## src/rtl/shpa_mod_unit.sv

```systemverilog
// Bit-serial restoring remainder unit: one dividend bit per cycle.
// Depends on shpa_pkg only through the parameters handed in.
module shpa_mod_unit #(
    parameter int DW = 10,
    parameter int VW = 11
) (
    input  logic          i_clk,
    input  logic          i_rst_n,
    input  logic          i_start,
    input  logic [DW-1:0] i_dividend,
    input  logic [VW-1:0] i_divisor,
    output logic          o_done,
    output logic [VW-1:0] o_rem
);

    localparam int CNTW = $clog2(DW + 1);

    logic [CNTW-1:0] r_cnt, n_cnt;
    logic [VW-1:0]   r_rem, n_rem;
    logic [DW-1:0]   r_num, n_num;
    logic [VW:0]     t_shift;
    logic [VW:0]     t_diff;
    logic            t_ge;

    assign t_shift = {r_rem, r_num[DW-1]};
    assign t_ge    = t_shift >= {1'b0, i_divisor};
    assign t_diff  = t_shift - {1'b0, i_divisor};

    always_comb begin
        n_cnt = r_cnt;
        n_rem = r_rem;
        n_num = r_num;
        if (i_start) begin
            n_cnt = CNTW'(DW);
            n_rem = '0;
            n_num = i_dividend;
        end else if (r_cnt != '0) begin
            n_cnt = r_cnt - 1'b1;
            n_num = r_num << 1;
            n_rem = t_ge ? t_diff[VW-1:0] : t_shift[VW-1:0];
        end
    end

    always_ff @(posedge i_clk) begin
        if (!i_rst_n) begin
            r_cnt <= '0;
        end else begin
            r_cnt <= n_cnt;
        end
        r_rem <= n_rem;
        r_num <= n_num;
    end

    assign o_done = (r_cnt == '0);
    assign o_rem  = r_rem;

endmodule

```

## config.mk

```make
export PLATFORM = sky130hd
export DESIGN_NAME = shpa_mod_unit
export DESIGN_NICKNAME = d
export VERILOG_FILES = /design/src/rtl/shpa_mod_unit.sv
export SDC_FILE = /design/constraint.sdc
export NUM_CORES = 1
export LEC_CHECK = 0
export BUFFER_PORTS_ARGS = -buffer_cell sky130_fd_sc_hd__clkbuf_2
export CAP_MARGIN = 30
export CORE_UTILIZATION = 54
export CTS_CLUSTER_SIZE = 25
export DETAILED_ROUTE_END_ITERATION = 7
export PLACE_DENSITY_LB_ADDON = 0.15
export SETUP_SLACK_MARGIN = 0.2
export SLEW_MARGIN = 15
export SYNTH_ARGS = -nofsm -noshare
export SYNTH_HDL_FRONTEND = slang
export SYNTH_SLANG_ARGS = --single-unit
```

## constraint.sdc

```tcl
create_clock -name i_clk -period 6.94 [get_ports i_clk]
set_clock_uncertainty 0.1 [all_clocks]
set_input_delay 0.347 -clock i_clk [delete_from_list [all_inputs] [get_ports i_clk]]
set_output_delay 0.347 -clock i_clk [all_outputs]
set_load 0.02 [all_outputs]
```

==> results.tsv <==
stage	metric	value	unit
worst_setup_path	cells traversed along the worst timing path	inv_1 > ha_1 > fa_1 > nand2b_1 > a21oi_1 > o31ai_1 > a21o_1 > or3_1 > o21ai_1	
timing	fin. max-slew vios	0	
worst_setup_path	type of origin of the critical path	flip-flop	
timing	top achievable clock speed	387	MHz
global_route	via count of the first global-routing pass	1349	
synthesis	share of synthesized flip-flops with an asynchronous set or reset	0	
worst_setup_path	slowest library cell on the worst path	fa_1	
power_and_ir_drop	peak ir drop on the vdd network	0.183	mV
run_status	result of the run	complete, but fails checks	
synthesis	cell count after synthesis	184	
synthesis	commonest cells in the netlist	a21oi_1, dfxtp_1, inv_1	
layout	layout cell share with drive strength beyond 1	0.231	
placement	count of buffers from port buffering	35	
route	DRT Pass-1 Iters	8	
layout	count of filler cells inserted in the layout	254	
clocking	post_cts resized	0	
timing	RSZ-0062 raised after global routing	false	
synthesis	biggest area contributors in the synthesized netlist	dfxtp_1, edfxtp_1, ha_1, mux2_2, a21oi_1	
clocking	maximum count of clock buffers along a single path	2	
worst_setup_path	Slowest Stage Delay on Critical Path	420	ps
worst_setup_path	required time of the critical path	7090	ps
clocking	CTS tree	built	
global_route	GRT Residual Overflow	0	
route	DRC	1	
timing	minimum period implied by the final worst setup slack	2580	ps
floorplan	Floorplan Core Area	0.00285	mm^2
synthesis	flip-flop and latch count after synthesis	25	
floorplan	Initial Utilization	0.585	
floorplan	overall die area	0.00332	mm^2
flow_run	number of max-cap violations	0	
synthesis	primary flip-flop cell chosen by synthesis mapping	dfxtp_1	
power_and_ir_drop	Cell Pwr Density	251	mW/mm^2
clocking	later-pin clock latency in the skew report	310	ps
route	routed len/inst	14.3	um
floorplan	die height	57.6	um
synthesis	most common cell in the synthesized netlist	a21oi_1	
worst_hold_path	class of the tightest hold or removal check	primary input to flip-flop	
timing	count of endpoints failing hold in the final timing report	0	
synthesis	post-synthesis instance area	0.00167	mm^2
clocking	clock-pin slew on the worst setup and hold paths	130	ps
clocking	clk sinks	25	
synthesis	yosys synthesis warning count	0	
power_and_ir_drop	leakage power total	0.871	nW
synthesis	portion of synthesized cell area occupied by the leading cell type	0.180	
route	total detailed-routing wirelength	3530	um
timing	worst rel slew slack	0.619	
layout	number of nets in the layout	253	
worst_setup_path	CP Max Fanout	16	
worst_setup_path	CP Class	flip-flop to flip-flop	
timing	setup total negative slack	0	ps
route	mean number of vias per cell	5.95	
synthesis	count of unique library cells instantiated by Yosys	43	
global_route	number of antenna violations at the first check in global routing	0	
placement	Final HPWL DP	2700	um
timing	worst-margin pin slew	572	ps
worst_setup_path	signal arrival time at the worst endpoint	2740	ps
clocking	number of H-tree branching levels	1	
timing	Worst Hold Margin	179	ps
placement	weighted congestion reported at the end of routability-driven placement	0.861	
route	remaining number of nets flagged by the antenna check after routing	0	
clocking	hold_buf cts	0	
global_route	maximum number of pins on one net before global-route repair	17	
synthesis	synthesized net count	220	
synthesis	largest area contributor in the synthesized netlist	dfxtp_1	
floorplan	Chip Width	57.6	um
global_route	global-route wire length before repair	5900	um
floorplan	count of pins on the block boundary	36	
route	via count	1470	
run_status	violated checks	DRC	
clocking	cell at the root of the clock tree	clkbuf_4	
timing	final count of negative-setup-slack endpoints	0	
route	Starting DRT DRC Count	54	
global_route	overall fraction of global-route tracks in use	0.230	
timing	post-route fraction of the period consumed by the critical path	0.372	
clocking	total clock buffers created by CTS	3	
synthesis	sequential area share after synthesis	0.360	
layout	number of diodes	0	
synthesis	number of synthesized flops with an enable pin	10	
layout	area grow syn2layout	11.8	%
worst_setup_path	endpoint class of the critical path	flip-flop	
floorplan	Core Rows	19	
synthesis	synthesized area per cell	9.07	um^2
clocking	number of buffers added for setup after CTS	0	
[through the flow]
stage	power, mW	worst slack [ps]	instances	area (um^2)	utilization
after floorplan	0.362	4630	184	1670	-
after global placement	0.399	4410	243	1840	0.645
after detailed placement	0.407	4290	243	1840	0.645
after CTS	0.470	4340	247	1870	0.654
after global routing	0.500	4210	247	1870	0.654
final	0.469	4360	247	1870	0.654
[cells by family (layout without fill, tap and decap cells)]
logic type | after synthesis | count (layout) | share of synthesized area
compound gates | 52 | 52 | 0.190
xor+xnor | 7 | 7 | 0.0367
buf+inv | 21 | 53 | 0.0570
flops | 25 | 25 | 0.360
simple gates | 52 | 52 | 0.166
mux | 15 | 15 | 0.0967
fa+ha+maj | 12 | 12 | 0.0945
[state kept, by name, summed over array words and instances (netlist names)]
| name | flops |
|---|---|
| r_cnt | 4 |
| r_num | 10 |
| o_rem | 11 |
[layout make-up]
type	count	area (um^2)	share of cell area
timing repair buffer	35	175	0.0938
tap	31	38.8	0.0208
sequential	25	601	0.322
inverter	14	52.6	0.0282
multi-input combinational	138	973	0.521
clock buffer	4	26.3	0.0141
[path summary, 6_finish.rpt]
check | startpoint | endpoint | slack (ps) | cells past startpoint
worst max register to register | r_num[9] | o_rem[8] | 4360 | 9
worst max-delay path | r_num[9] | o_rem[8] | 4360 | 9
worst min-delay path | i_rst_n | r_cnt[3] | 180 | 2
worst min register to register | r_cnt[0] | r_cnt[0] | 410 | 1
[cell usage in the layout (no fill, tap or decap), drive strengths merged, types with 2 or more instances in the layout]
cell type	instances
a211oi	2
a21boi	2
a21o	3
a21oi	17
a41oi	2
and3	2
clkbuf	39
dfxtp	15
edfxtp	10
ha	11
inv	14
mux2	9
mux2i	6
nand2	8
nand2b	2
nand3	3
nand4	2
nor2	13
nor2b	5
nor3	7
nor3b	2
o21a	3
o21ai	15
o31ai	3
or3	2
xnor2	5
xor2	2
[per-layer routing]
metal,vias to the layer above,GRT usage,part of all wire
met5,-,0,0
met3,6,0.0454,0.062
met2,47,0.399,0.49
met4,0,0.0627,0.015
li1,734,-,-
met1,683,0.291,0.43
[power breakdown]
group	internal, mW	leakage [nW]	switching (mW)	total (mW)
clock network	0.0225	0.0150	0.0412	0.0637
registers	0.177	0.228	0.0171	0.194
logic	0.0887	0.629	0.122	0.211
[critical path, delay by kind of cell, from the launching register on]
family	cells	cell delay, ps
flops	1	350
simple gates	2	600
fa+ha+maj	2	630
compound gates	4	800
buf+inv	1	50
No activity file was read; power rests on OpenSTA's default activity.
