### config.mk
export PLATFORM = sky130hd
export DESIGN_NAME = shpa_regs
export DESIGN_NICKNAME = d
export VERILOG_FILES = /design/src/rtl/shpa_pkg.sv /design/src/rtl/shpa_regs.sv
export SDC_FILE = /design/constraint.sdc
export NUM_CORES = 1
export LEC_CHECK = 0
export ABC_AREA = 1
export BUFFER_PORTS_ARGS = -buffer_cell sky130_fd_sc_hd__buf_2
export CORE_MARGIN = 2
export CORE_UTILIZATION = 33
export DETAILED_ROUTE_END_ITERATION = 8
export HOLD_SLACK_MARGIN = 0.06
export PLACE_DENSITY = 0.69
export SLEW_MARGIN = 20
export SYNTH_ARGS = -nofsm -noshare
export SYNTH_HDL_FRONTEND = slang
export SYNTH_SLANG_ARGS = --single-unit
export TNS_END_PERCENT = 1
### constraint.sdc
create_clock -name i_clk -period 1.7 [get_ports i_clk]
set_clock_uncertainty 0.15 [all_clocks]
set_input_delay 0.51 -clock i_clk [delete_from_list [all_inputs] [get_ports i_clk]]
set_output_delay 0.51 -clock i_clk [all_outputs]
set_load 0.005 [all_outputs]
### src/rtl/shpa_pkg.sv
// Shared types and constants for the stepped-probe hash slot allocator.
// No dependencies; regs, store and the top level refer to it by scoped names, the testbench imports it.
package shpa_pkg;

    localparam int DEF_SLOTS     = 1024;
    localparam int DEF_KEY_SPACE = 1024;

    localparam int FIELD_W  = 10;
    localparam int SIZE_W   = 11;
    localparam int TOTAL_W  = 48;
    localparam int STATUS_W = 2;
    localparam int APB_AW   = 3;
    localparam int APB_DW   = 32;

    localparam logic [SIZE_W-1:0]  RST_TABLE_SIZE = 11'd1024;
    localparam logic [FIELD_W-1:0] RST_PROBE_STEP = 10'd1;

    localparam logic REG_TABLE_SIZE = 1'b0;
    localparam logic REG_PROBE_STEP = 1'b1;

    localparam logic OP_INSERT = 1'b0;
    localparam logic OP_DELETE = 1'b1;

    typedef enum logic [STATUS_W-1:0] {
        STAT_OK     = 2'd0,
        STAT_FULL   = 2'd1,
        STAT_ABSENT = 2'd2
    } t_status;

    typedef enum logic [2:0] {
        ST_CLEAR,
        ST_IDLE,
        ST_MOD,
        ST_PROBE,
        ST_DEL
    } t_state;

    typedef struct packed {
        logic occ_we;
        logic occ_wbit;
        logic key_we;
        logic key_wpresent;
    } t_store_ctl;

endpackage

### src/rtl/shpa_regs.sv
// APB configuration registers: table size and probe step.
// Depends on shpa_pkg for widths, reset values and register indexes.
module shpa_regs (
    input  logic                          i_clk,
    input  logic                          i_rst_n,
    input  logic                          psel,
    input  logic                          penable,
    input  logic                          pwrite,
    input  logic [shpa_pkg::APB_AW-1:0]   paddr,
    input  logic [shpa_pkg::APB_DW-1:0]   pwdata,
    output logic [shpa_pkg::APB_DW-1:0]   prdata,
    output logic                          pready,
    output logic [shpa_pkg::SIZE_W-1:0]   o_table_size,
    output logic [shpa_pkg::FIELD_W-1:0]  o_probe_step
);

    localparam int AW = shpa_pkg::APB_DW;
    localparam int SW = shpa_pkg::SIZE_W;
    localparam int FW = shpa_pkg::FIELD_W;

    logic [SW-1:0] r_table_size;
    logic [FW-1:0] r_probe_step;
    logic          wr;

    assign wr     = psel && penable && pwrite;
    assign pready = 1'b1;

    always_ff @(posedge i_clk) begin
        if (!i_rst_n) begin
            r_table_size <= shpa_pkg::RST_TABLE_SIZE;
            r_probe_step <= shpa_pkg::RST_PROBE_STEP;
        end else if (wr) begin
            if (paddr[2] == shpa_pkg::REG_TABLE_SIZE) begin
                r_table_size <= pwdata[SW-1:0];
            end else begin
                r_probe_step <= pwdata[FW-1:0];
            end
        end
    end

    assign prdata = (paddr[2] == shpa_pkg::REG_PROBE_STEP) ? AW'(r_probe_step)
                                                           : AW'(r_table_size);
    assign o_table_size = r_table_size;
    assign o_probe_step = r_probe_step;

endmodule

==> flow_metrics.env, run 1 <==
export IMPL_status="complete, no violations"
export IMPL_dr_first_iter_drc_count=52
export IMPL_leakage_nw=0.878
export IMPL_netlist_area_sq_um=1180
export IMPL_synth_top_family_by_area="simple AND/OR/NAND/NOR gates"
export IMPL_min_period_over_period=0.980
export IMPL_slew_viol_final=0
export IMPL_fin_cells=284
export IMPL_die_y_microns=63.9
export IMPL_finalHoldViolCount=0
export IMPL_grt_max_degree=22
export IMPL_numCtsBuffers=3
export IMPL_grt_pass1_wl_mm=4.15
export IMPL_yosysWarnings=0
export IMPL_die_w_microns=63.9
export IMPL_grt_pass1_vias=969
export IMPL_tritoncts="built"
export IMPL_power_internal_mw=0.690
export IMPL_fin_crit_ps=1670
export IMPL_synth_mux_area_frac=0
export IMPL_placed_cells=277
export IMPL_ys_types=16
export IMPL_synth_area_per_cell_sq_um=6.43
export IMPL_path_clk_slew_ps=120
export IMPL_clock_latency_ps=290
export IMPL_die_area_sq_um=4080
export IMPL_synthXorXnorAreaFrac=0
export IMPL_yosysSeqAreaShare=0.355
export IMPL_io_buffers=48
export IMPL_worst_slack_ps=33.5
export IMPL_n_antenna_cell=0
export IMPL_drt_first_pass_iters=4
export IMPL_cts_sinks=21
export IMPL_n_fill_cell=392
export IMPL_grt_use_total=0.127
export IMPL_drv_cap=0
export IMPL_hp_class="input port to flop"
export IMPL_netSwitchingPower_mw=0.263
export IMPL_num_rows=21
export IMPL_hold_buffers=0
export IMPL_finalWirelength_mm=2.64
export IMPL_start_util=0.349
export IMPL_hold_ws_ps=271
export IMPL_switching_share=0.276
export IMPL_fmaxAchievable_ghz=0.600
export IMPL_root_buffer="clkbuf_4"
export IMPL_wire_per_inst_microns=9.31
export IMPL_dp_hpwl_mm=1.94
export IMPL_antenna_found_initial=0
export IMPL_power_density_nw_per_um2=618
export IMPL_io_pins=94
export IMPL_rsz0062_at_grt="yes"
export IMPL_layout_drive_gt1_share=0.303
export IMPL_synthAdderAreaFrac=0
export IMPL_gp_congestion=0.739
export IMPL_route_detailed_drc=0
export IMPL_antenna_left=0
export IMPL_power_frac_comb=0.204
export IMPL_area_delta_synth_final_pct=30.2
export IMPL_setup_viol=0
export IMPL_nets=279
export IMPL_core_sq_um=3390
export IMPL_crit_type="input port to primary output"
export IMPL_worstSetupStartpointType="input port"
export IMPL_power_frac_seq=0.548
export IMPL_synth_compound_area_frac=0.00846
export IMPL_worstSetupEndpointType="primary output"
export IMPL_synth_simple_gate_area_frac=0.410
export IMPL_clock_path_buffers=2
export IMPL_clkPwrFrac=0.249
export IMPL_ys_seq_elements=21
export IMPL_dp_slack_ps=-34.8
export IMPL_vias=1158
export IMPL_cp_data_arrival_time_ps=1010
export IMPL_gr_total_overflow=0
export IMPL_worst_ir_drop_vdd_v=0.000250
export IMPL_syn_inst=184
export IMPL_cts_htree_levels=1
export IMPL_avgViaCountPerCell=4.08
export IMPL_required_ps=1040
export IMPL_cp_max_fo=5
## registers in the layout (all words and copies together), names as in the netlist
name and count:
o_probe_step 10, o_table_size 11
## metrics by stage
stage | utilization | cell area (sq um) | power [mW] | setup TNS [ps]
after floorplan | - | 1260 | 0.665 | 0
after global placement | 0.424 | 1440 | 0.706 | -222
after detailed placement | 0.424 | 1440 | 0.708 | -234
after CTS | 0.437 | 1480 | 0.948 | 0
after global routing | 0.455 | 1540 | 1.01 | -24.1
final | 0.455 | 1540 | 0.952 | 0
## power by group through the flow
stage	sequential (mW)	clock (mW)	combinational, mW
floorplan	0.533	0	0.131
global placement	0.532	0	0.175
detailed placement	0.532	0	0.176
CTS	0.521	0.246	0.181
global route	0.524	0.265	0.219
finish	0.521	0.237	0.194
## cell usage in the layout (no fill, tap or decap), drive strengths merged
| cell type | instances |
|---|---|
| buf | 59 |
| nand2 | 52 |
| nor2 | 42 |
| conb | 22 |
| nand3 | 22 |
| dfxtp | 21 |
| inv | 13 |
| clkbuf | 5 |
| o21ai | 2 |
## worst max-delay path: stages
cell       delay [ps]
buf_8             110
inv_8              70
clkbuf_16         130
nand2_1            40
nand2_1            40
buf_2             100
## final timing paths
kind              slack [ps]             from  cells past startpoint               end
setup reg to reg         950  o_table_size[3]                      2   o_table_size[3]
hold reg to reg          350  o_probe_step[7]                      2   o_probe_step[7]
hold / removal           270       pwdata[10]                      3  o_table_size[10]
setup / recovery          30         paddr[2]                      6         prdata[9]
## Yosys cell counts
master	count	area, sq um
inv_2	2	7.51
nor2_1	39	146
nor2_4	2	22.5
nand3_2	1	10.0
buf_6	1	11.3
dfxtp_1	21	420
o21ai_1	1	5.00
nor2_2	1	6.26
conb_1	2	7.51
inv_1	11	41.3
nand3_1	21	105
buf_1	2	7.51
nand2_1	52	195
buf_2	4	20.0
o21ai_0	1	5.00
buf_4	23	173
## repair_timing
| action | 4_1_cts | 5_1_grt |
|---|---|---|
| hold endpoints to repair | 0 | 0 |
| pin swaps | 0 | 2 |
| setup endpoints to repair | 10 | 7 |
| cloned | 0 | 1 |
| buffers inserted | 0 | 2 |
| resized for setup | 5 | 7 |
## layer usage
metal | track usage | share of wire
met3 | 0.0229 | 0.062
met2 | 0.225 | 0.48
met1 | 0.154 | 0.45
met5 | 0 | 0
met4 | 0.0408 | 0.0061
## final cells by class
class	instances	area (sq um)	area share
multi-input cells	140	591	0.383
well taps	46	57.6	0.0373
repair buffers	60	390	0.253
clock buffers	4	26.3	0.0170
flip-flops and latches	21	420	0.273
inverters	13	56.3	0.0365
## logic make-up (layout without fill, tap and decap cells)
kind of cell | after synthesis | in the layout
and+or+nand+nor | 116 | 116
other | 2 | 22
AOI/OAI and AO/OA | 2 | 2
buffers and inverters | 43 | 77
DFF | 21 | 21
(Power assumes the default switching activity.)
==> run 2, diff against run 1 <==
--- a/config.mk
+++ b/config.mk
@@ -5,13 +5,13 @@
 export SDC_FILE = /design/constraint.sdc
 export NUM_CORES = 1
 export LEC_CHECK = 0
-export ABC_AREA = 1
+export ABC_AREA = 0
 export BUFFER_PORTS_ARGS = -buffer_cell sky130_fd_sc_hd__buf_2
 export CORE_MARGIN = 2
 export CORE_UTILIZATION = 33
 export DETAILED_ROUTE_END_ITERATION = 8
-export HOLD_SLACK_MARGIN = 0.06
-export PLACE_DENSITY = 0.69
+export HOLD_SLACK_MARGIN = 0.12
+export PLACE_DENSITY = 0.7
 export SLEW_MARGIN = 20
 export SYNTH_ARGS = -nofsm -noshare
 export SYNTH_HDL_FRONTEND = slang
==> run 2 against run 1 <==
Compared with the run above:
- the flow now finishes with violations (negative setup slack)
- core utilization is 0.24 points lower
- first-iteration DRC count is 40% lower
- clock power up 2%
- sequential power shrank 2%
- cell count shrank 25%
- synthesized cell count decreased by 35%
- worst hold slack better by 37 ps
- power is 5.7% lower
- fmax decreased by 2.7%
- non-clock buffer count fell by 9
- register-to-register slack about the same
- critical endpoint is now prdata[4]
- largest cell class unchanged
- highest routed layer unchanged
==> flow_metrics.env, run 2 <==
export IMPL_r2r_end="o_table_size[10]"
export IMPL_r2r_cells=2
export IMPL_nets=207
export IMPL_synth_edf_count=0
export IMPL_status="finished with violations"
export IMPL_slew_viol_final=0
export IMPL_crit_family="multiplexers"
export IMPL_synth_top_cell_area_share=0.375
export IMPL_avgViaCountPerCell=4.11
export IMPL_worstSetupStartpointType="input port"
export IMPL_post_cts_setup_buffers=0
export IMPL_yosysWarnings=0
export IMPL_synth_compound_area_frac=0
export IMPL_finalWirelength_mm=2.31
export IMPL_clkPwrFrac=0.270
export IMPL_largest_register_ffs=11
export IMPL_core_sq_um=3310
export IMPL_layout_drive_gt1_share=0.452
export IMPL_start_util=0.339
export IMPL_ys_types=13
export IMPL_die_area_sq_um=3880
export IMPL_drt_first_pass_iters=2
export IMPL_syn_inst=119
export IMPL_netlist_top_cells_count="nand2_1, buf_4, dfxtp_1, mux2i_1, mux2_2"
export IMPL_drv_cap=0
export IMPL_setup_viol=10
export IMPL_gp_congestion=0.622
export IMPL_dp_slack_ps=-274
export IMPL_yosysTopAreaCell="dfxtp_1"
export IMPL_synth_mux_area_frac=0.288
export IMPL_root_buffer="clkbuf_4"
export IMPL_n_fill_cell=346
export IMPL_power_density_nw_per_um2=599
export IMPL_tritoncts="built"
export IMPL_fin_crit_ps=1710
export IMPL_path_clk_slew_ps=120
export IMPL_cp_data_arrival_time_ps=1050
export IMPL_synth_area_top_cells="dfxtp_1, mux2i_1, buf_4"
export IMPL_dr_first_iter_drc_count=31
export IMPL_switching_share=0.252
export IMPL_antenna_left=0
export IMPL_netlist_area_sq_um=1120
export IMPL_grt_max_degree=19
export IMPL_crit_type="input port to primary output"
export IMPL_grt_pass1_vias=780
export IMPL_cp_cell_sequence="buf_12 > mux2_4 > buf_6"
export IMPL_endpoint="prdata[4]"
export IMPL_final_common_cell="buf_2"
export IMPL_multi_input_area_sq_um=614
export IMPL_hold_buffers=0
export IMPL_ys_async_sr_fraction=0
export IMPL_n_antenna_cell=0
export IMPL_antenna_found_initial=0
export IMPL_postPlaceCellArea_sq_um=1320
export IMPL_min_period_over_period=1.01
export IMPL_slowest_delay_ps=300
export IMPL_clock_latency_ps=300
export IMPL_synthXorXnorAreaFrac=0
export IMPL_final_cell_mix="buf_2, nand2_1, conb_1"
export IMPL_leakage_nw=0.824
export IMPL_yosysSeqAreaShare=0.375
export IMPL_required_ps=1040
export IMPL_synth_flop_cell="dfxtp_1"
export IMPL_cts_htree_levels=1
export IMPL_worstSetupEndpointType="primary output"
export IMPL_die_w_microns=62.3
export IMPL_numCtsBuffers=3
export IMPL_rsz0062_at_grt="yes"
export IMPL_rr_startpoint="o_table_size[10]"
export IMPL_worst_ir_drop_vdd_v=0.000301
export IMPL_vias=871
export IMPL_area_delta_synth_final_pct=33.6
export IMPL_worst_slack_ps=-13.2
export IMPL_cp_max_fo=7
export IMPL_io_buffers=48
export IMPL_io_pins=94
export IMPL_synthAdderAreaFrac=0
export IMPL_regArea_sq_um=433
export IMPL_yosysMostFrequentCell="nand2_1"
export IMPL_clock_path_buffers=2
export IMPL_synth_top_family_by_area="multiplexers"
export IMPL_hold_ws_ps=308
export IMPL_ys_seq_elements=21
export IMPL_cts_sinks=21
export IMPL_grt_pass1_wl_mm=3.78
export IMPL_grt_use_total=0.123
export IMPL_final_cell_area_sq_um=1500
export IMPL_num_rows=21
export IMPL_power_frac_seq=0.569
export IMPL_worst_path_buf_inv=2
export IMPL_violations="negative setup slack"
export IMPL_power_frac_comb=0.160
export IMPL_route_detailed_drc=0
export IMPL_worst_path_stages=3
export IMPL_netSwitchingPower_mw=0.226
export IMPL_dp_hpwl_mm=1.57
export IMPL_gr_total_overflow=0
export IMPL_cp_startpoint="paddr[2]"
export IMPL_die_y_microns=62.3
export IMPL_hp_class="input port to flop"
export IMPL_synth_simple_gate_area_frac=0.153
export IMPL_r2r_slack_ps=940
export IMPL_critPathSlowestCell="mux2_4"
export IMPL_fmaxAchievable_ghz=0.584
export IMPL_power_internal_mw=0.672
export IMPL_synth_area_per_cell_sq_um=9.42
export IMPL_finalHoldViolCount=0
export IMPL_wire_per_inst_microns=10.9
## run 2: worst min path at each step
stage | startpoint | end | cells past startpoint
after floorplan | o_table_size[0] | o_table_size[0] | 2
after global placement | o_table_size[2] | o_table_size[2] | 2
after detailed placement | o_probe_step[1] | o_probe_step[1] | 2
after CTS | pwdata[6] | o_table_size[6] | 3
after global routing | pwdata[6] | o_table_size[6] | 3
final | pwdata[3] | o_table_size[3] | 3
## run 2: metrics by stage
stage	instances	setup TNS [ps]	util	total power [mW]
floorplan	139	0	-	0.624
global placement	207	-2780	0.399	0.638
detailed placement	207	-2950	0.399	0.639
CTS	212	-82.9	0.442	0.912
global route	212	-389	0.452	0.956
finish	212	-68.4	0.452	0.898
## run 2: area by class of cell
type | count | share of cell area
Timing Repair Buffer | 51 | 0.245
Tap cell | 46 | 0.0384
Sequential cell | 21 | 0.289
Multi-Input combinational cell | 90 | 0.410
Clock buffer | 4 | 0.0175
## run 2: timing repair
| item | in CTS | in global routing |
|---|---|---|
| gates resized for setup | 22 | 12 |
| endpoints found under the setup margin | 10 | 10 |
| endpoints found under the hold margin | 0 | 0 |
| gates cloned | 1 | 0 |
## run 2: metal layers
metal | up-vias | part of all wire | global-route usage
li1 | 440 | - | -
met1 | 393 | 0.47 | 0.155
met2 | 36 | 0.46 | 0.202
met3 | 2 | 0.066 | 0.0290
met4 | 0 | 0.0052 | 0.0500
met5 | - | 0 | 0
## run 2: power by group through the flow
stage                     sequential, mW  combinational (mW)  clock [mW]
after floorplan                    0.522               0.103           0
after global placement             0.521               0.117           0
after detailed placement           0.521               0.118           0
after CTS                          0.511               0.142       0.259
after global routing               0.514               0.158       0.284
final                              0.511               0.144       0.242
## run 2: kinds of logic (layout without fill, tap and decap cells)
group | after synthesis | after routing
flip-flops | 21 | 21
multiplexers | 31 | 31
AND/OR/NAND/NOR | 37 | 37
buffers and inverters | 28 | 55
other | 2 | 22
## run 2: tightest hold or removal path: stages
cell and delay [ps]:
buf_2 100, nand2_1 60, mux2i_1 60
==> run 3, diff against run 2 <==
--- a/config.mk
+++ b/config.mk
@@ -8,10 +8,10 @@
 export ABC_AREA = 0
 export BUFFER_PORTS_ARGS = -buffer_cell sky130_fd_sc_hd__buf_2
 export CORE_MARGIN = 2
-export CORE_UTILIZATION = 33
+export CORE_UTILIZATION = 38
 export DETAILED_ROUTE_END_ITERATION = 8
 export HOLD_SLACK_MARGIN = 0.12
-export PLACE_DENSITY = 0.7
+export PLACE_DENSITY = 0.79
 export SLEW_MARGIN = 20
 export SYNTH_ARGS = -nofsm -noshare
 export SYNTH_HDL_FRONTEND = slang
==> constraint.sdc (replaced) <==
create_clock -name i_clk -period 1.9 [get_ports i_clk]
set_clock_uncertainty 0.15 [all_clocks]
set_input_delay 0.57 -clock i_clk [delete_from_list [all_inputs] [get_ports i_clk]]
set_output_delay 0.57 -clock i_clk [all_outputs]
set_load 0.005 [all_outputs]
==> run 3 against run 2 <==
Compared with the run above:
- the run now ends clean
- sequential share of layout area increased by 2.6 points
- core utilization up 2.8 points
- via count shrank 1.3%
- worst hold slack improved by 20 ps
- global-route usage is 0.28 points higher
- die area decreased by 12%
- sequential cell count stayed put
- wire length fell by 7.3%
- critical path depth unchanged
- count of clock-buffer cells in the layout is the same
- critical endpoint is now prdata[2]
- largest cell class unchanged
- highest routed layer is now met3
==> flow_metrics.env, run 3 (same netlist as run 2, synthesis figures left out) <==
export IMPL_status="complete, no violations"
export IMPL_io_pins=94
export IMPL_leakage_nw=0.771
export IMPL_largest_register_ffs=11
export IMPL_clock_path_buffers=2
export IMPL_drt_first_pass_iters=4
export IMPL_fin_util=0.480
export IMPL_gp_congestion=0.686
export IMPL_finalWirelength_mm=2.15
export IMPL_worstSetupEndpointType="primary output"
export IMPL_postPlaceCellArea_sq_um=1290
export IMPL_grt_max_degree=19
export IMPL_final_common_cell="buf_2"
export IMPL_n_antenna_cell=0
export IMPL_worst_ir_drop_vdd_v=0.000365
export IMPL_dr_first_iter_drc_count=9
export IMPL_min_period_over_period=0.986
export IMPL_die_y_microns=58.3
export IMPL_gr_max_usage_layer="met2"
export IMPL_route_detailed_drc=0
export IMPL_power_frac_comb=0.137
export IMPL_path_clk_slew_ps=110
export IMPL_hp_class="flop to flop"
export IMPL_grt_pass1_vias=771
export IMPL_met1_usage=0.147
export IMPL_n_fill_cell=282
export IMPL_cts_resized=4
export IMPL_worstSetupStartpointType="input port"
export IMPL_r2r_slack_ps=1100
export IMPL_hold_buffers=0
export IMPL_die_area_sq_um=3400
export IMPL_placed_cells=192
export IMPL_crit_type="input port to primary output"
export IMPL_grtUsageMet3=0.0220
export IMPL_finalHoldViolCount=0
export IMPL_clkPwrFrac=0.269
export IMPL_root_buffer="clkbuf_4"
export IMPL_grtUsageMet2=0.231
export IMPL_required_ps=1180
export IMPL_cts_htree_levels=1
export IMPL_antenna_left=0
export IMPL_area_delta_synth_final_pct=19.2
export IMPL_grt_use_total=0.126
export IMPL_drv_cap=0
export IMPL_cp_data_arrival_time_ps=1150
export IMPL_power_density_nw_per_um2=575
export IMPL_slew_viol_final=0
export IMPL_cp_max_fo=14
export IMPL_clock_latency_ps=290
export IMPL_regArea_sq_um=420
export IMPL_switching_share=0.244
export IMPL_power_frac_seq=0.594
export IMPL_start_util=0.403
export IMPL_multi_input_area_sq_um=581
export IMPL_final_cell_area_sq_um=1340
export IMPL_io_buffers=48
export IMPL_gr_total_overflow=0
export IMPL_wire_per_inst_microns=10.9
export IMPL_num_rows=19
export IMPL_numCtsBuffers=3
export IMPL_post_cts_setup_buffers=0
export IMPL_fmaxAchievable_ghz=0.534
export IMPL_grt_pass1_wl_mm=3.33
export IMPL_power_internal_mw=0.582
export IMPL_die_w_microns=58.3
export IMPL_fin_cells=196
export IMPL_avgViaCountPerCell=4.39
export IMPL_setup_tns_ps=0
export IMPL_nets=206
export IMPL_setup_viol=0
export IMPL_cts_sinks=21
export IMPL_fin_crit_ps=1870
export IMPL_layout_drive_gt1_share=0.388
export IMPL_final_cell_mix="buf_2, nand2_1, conb_1"
export IMPL_vias=860
export IMPL_dp_hpwl_mm=1.63
export IMPL_tritoncts="built"
export IMPL_netSwitchingPower_mw=0.187
export IMPL_antenna_found_initial=0
export IMPL_core_sq_um=2780
export IMPL_rsz0062_at_grt="no"
-- run 3: cell count changes in the layout (fill, tap and decap cells not counted), sizes merged --
cell / change
buf: -1
-- run 3: through the flow --
step	setup WS [ps]	hold WS (ps)	power, mW
after floorplan	72.5	312	0.558
after global placement	-186	305	0.567
after detailed placement	-203	317	0.569
after CTS	16.3	333	0.784
after global routing	2.99	355	0.814
final	26.3	329	0.769
-- run 3: power groups by stage --
| stage | clock [mW] | combinational, mW | sequential [mW] |
|---|---|---|---|
| finish | 0.207 | 0.105 | 0.456 |
| global route | 0.238 | 0.118 | 0.458 |
| CTS | 0.222 | 0.106 | 0.457 |
| detailed placement | 0 | 0.102 | 0.467 |
| global placement | 0 | 0.101 | 0.466 |
| floorplan | 0 | 0.0913 | 0.467 |
-- run 3: final timing paths --
| path | to | depth (start not counted) | from |
|---|---|---|---|
| worst min register to register | o_table_size[8] | 2 | o_table_size[8] |
| worst max register to register | o_table_size[10] | 2 | o_table_size[10] |
| worst max-delay path | prdata[2] | 3 | paddr[2] |
| worst min-delay path | o_table_size[8] | 2 | o_table_size[8] |
-- run 3: critical path, stage by stage --
cell    delay [ps]
buf_12         120
mux2_2         330
buf_2          130
-- run 3: layer usage --
layer  wire, microns  share of wire
met5               0              0
met1             951           0.44
met4               0              0
met2            1060           0.49
met3             137          0.064
-- run 3: final cells by class --
| type | instances | share of cell area |
|---|---|---|
| sequential | 21 | 0.315 |
| clock buffer | 4 | 0.0197 |
| tap | 31 | 0.0290 |
| multi-input combinational | 90 | 0.434 |
| timing repair buffer | 50 | 0.202 |
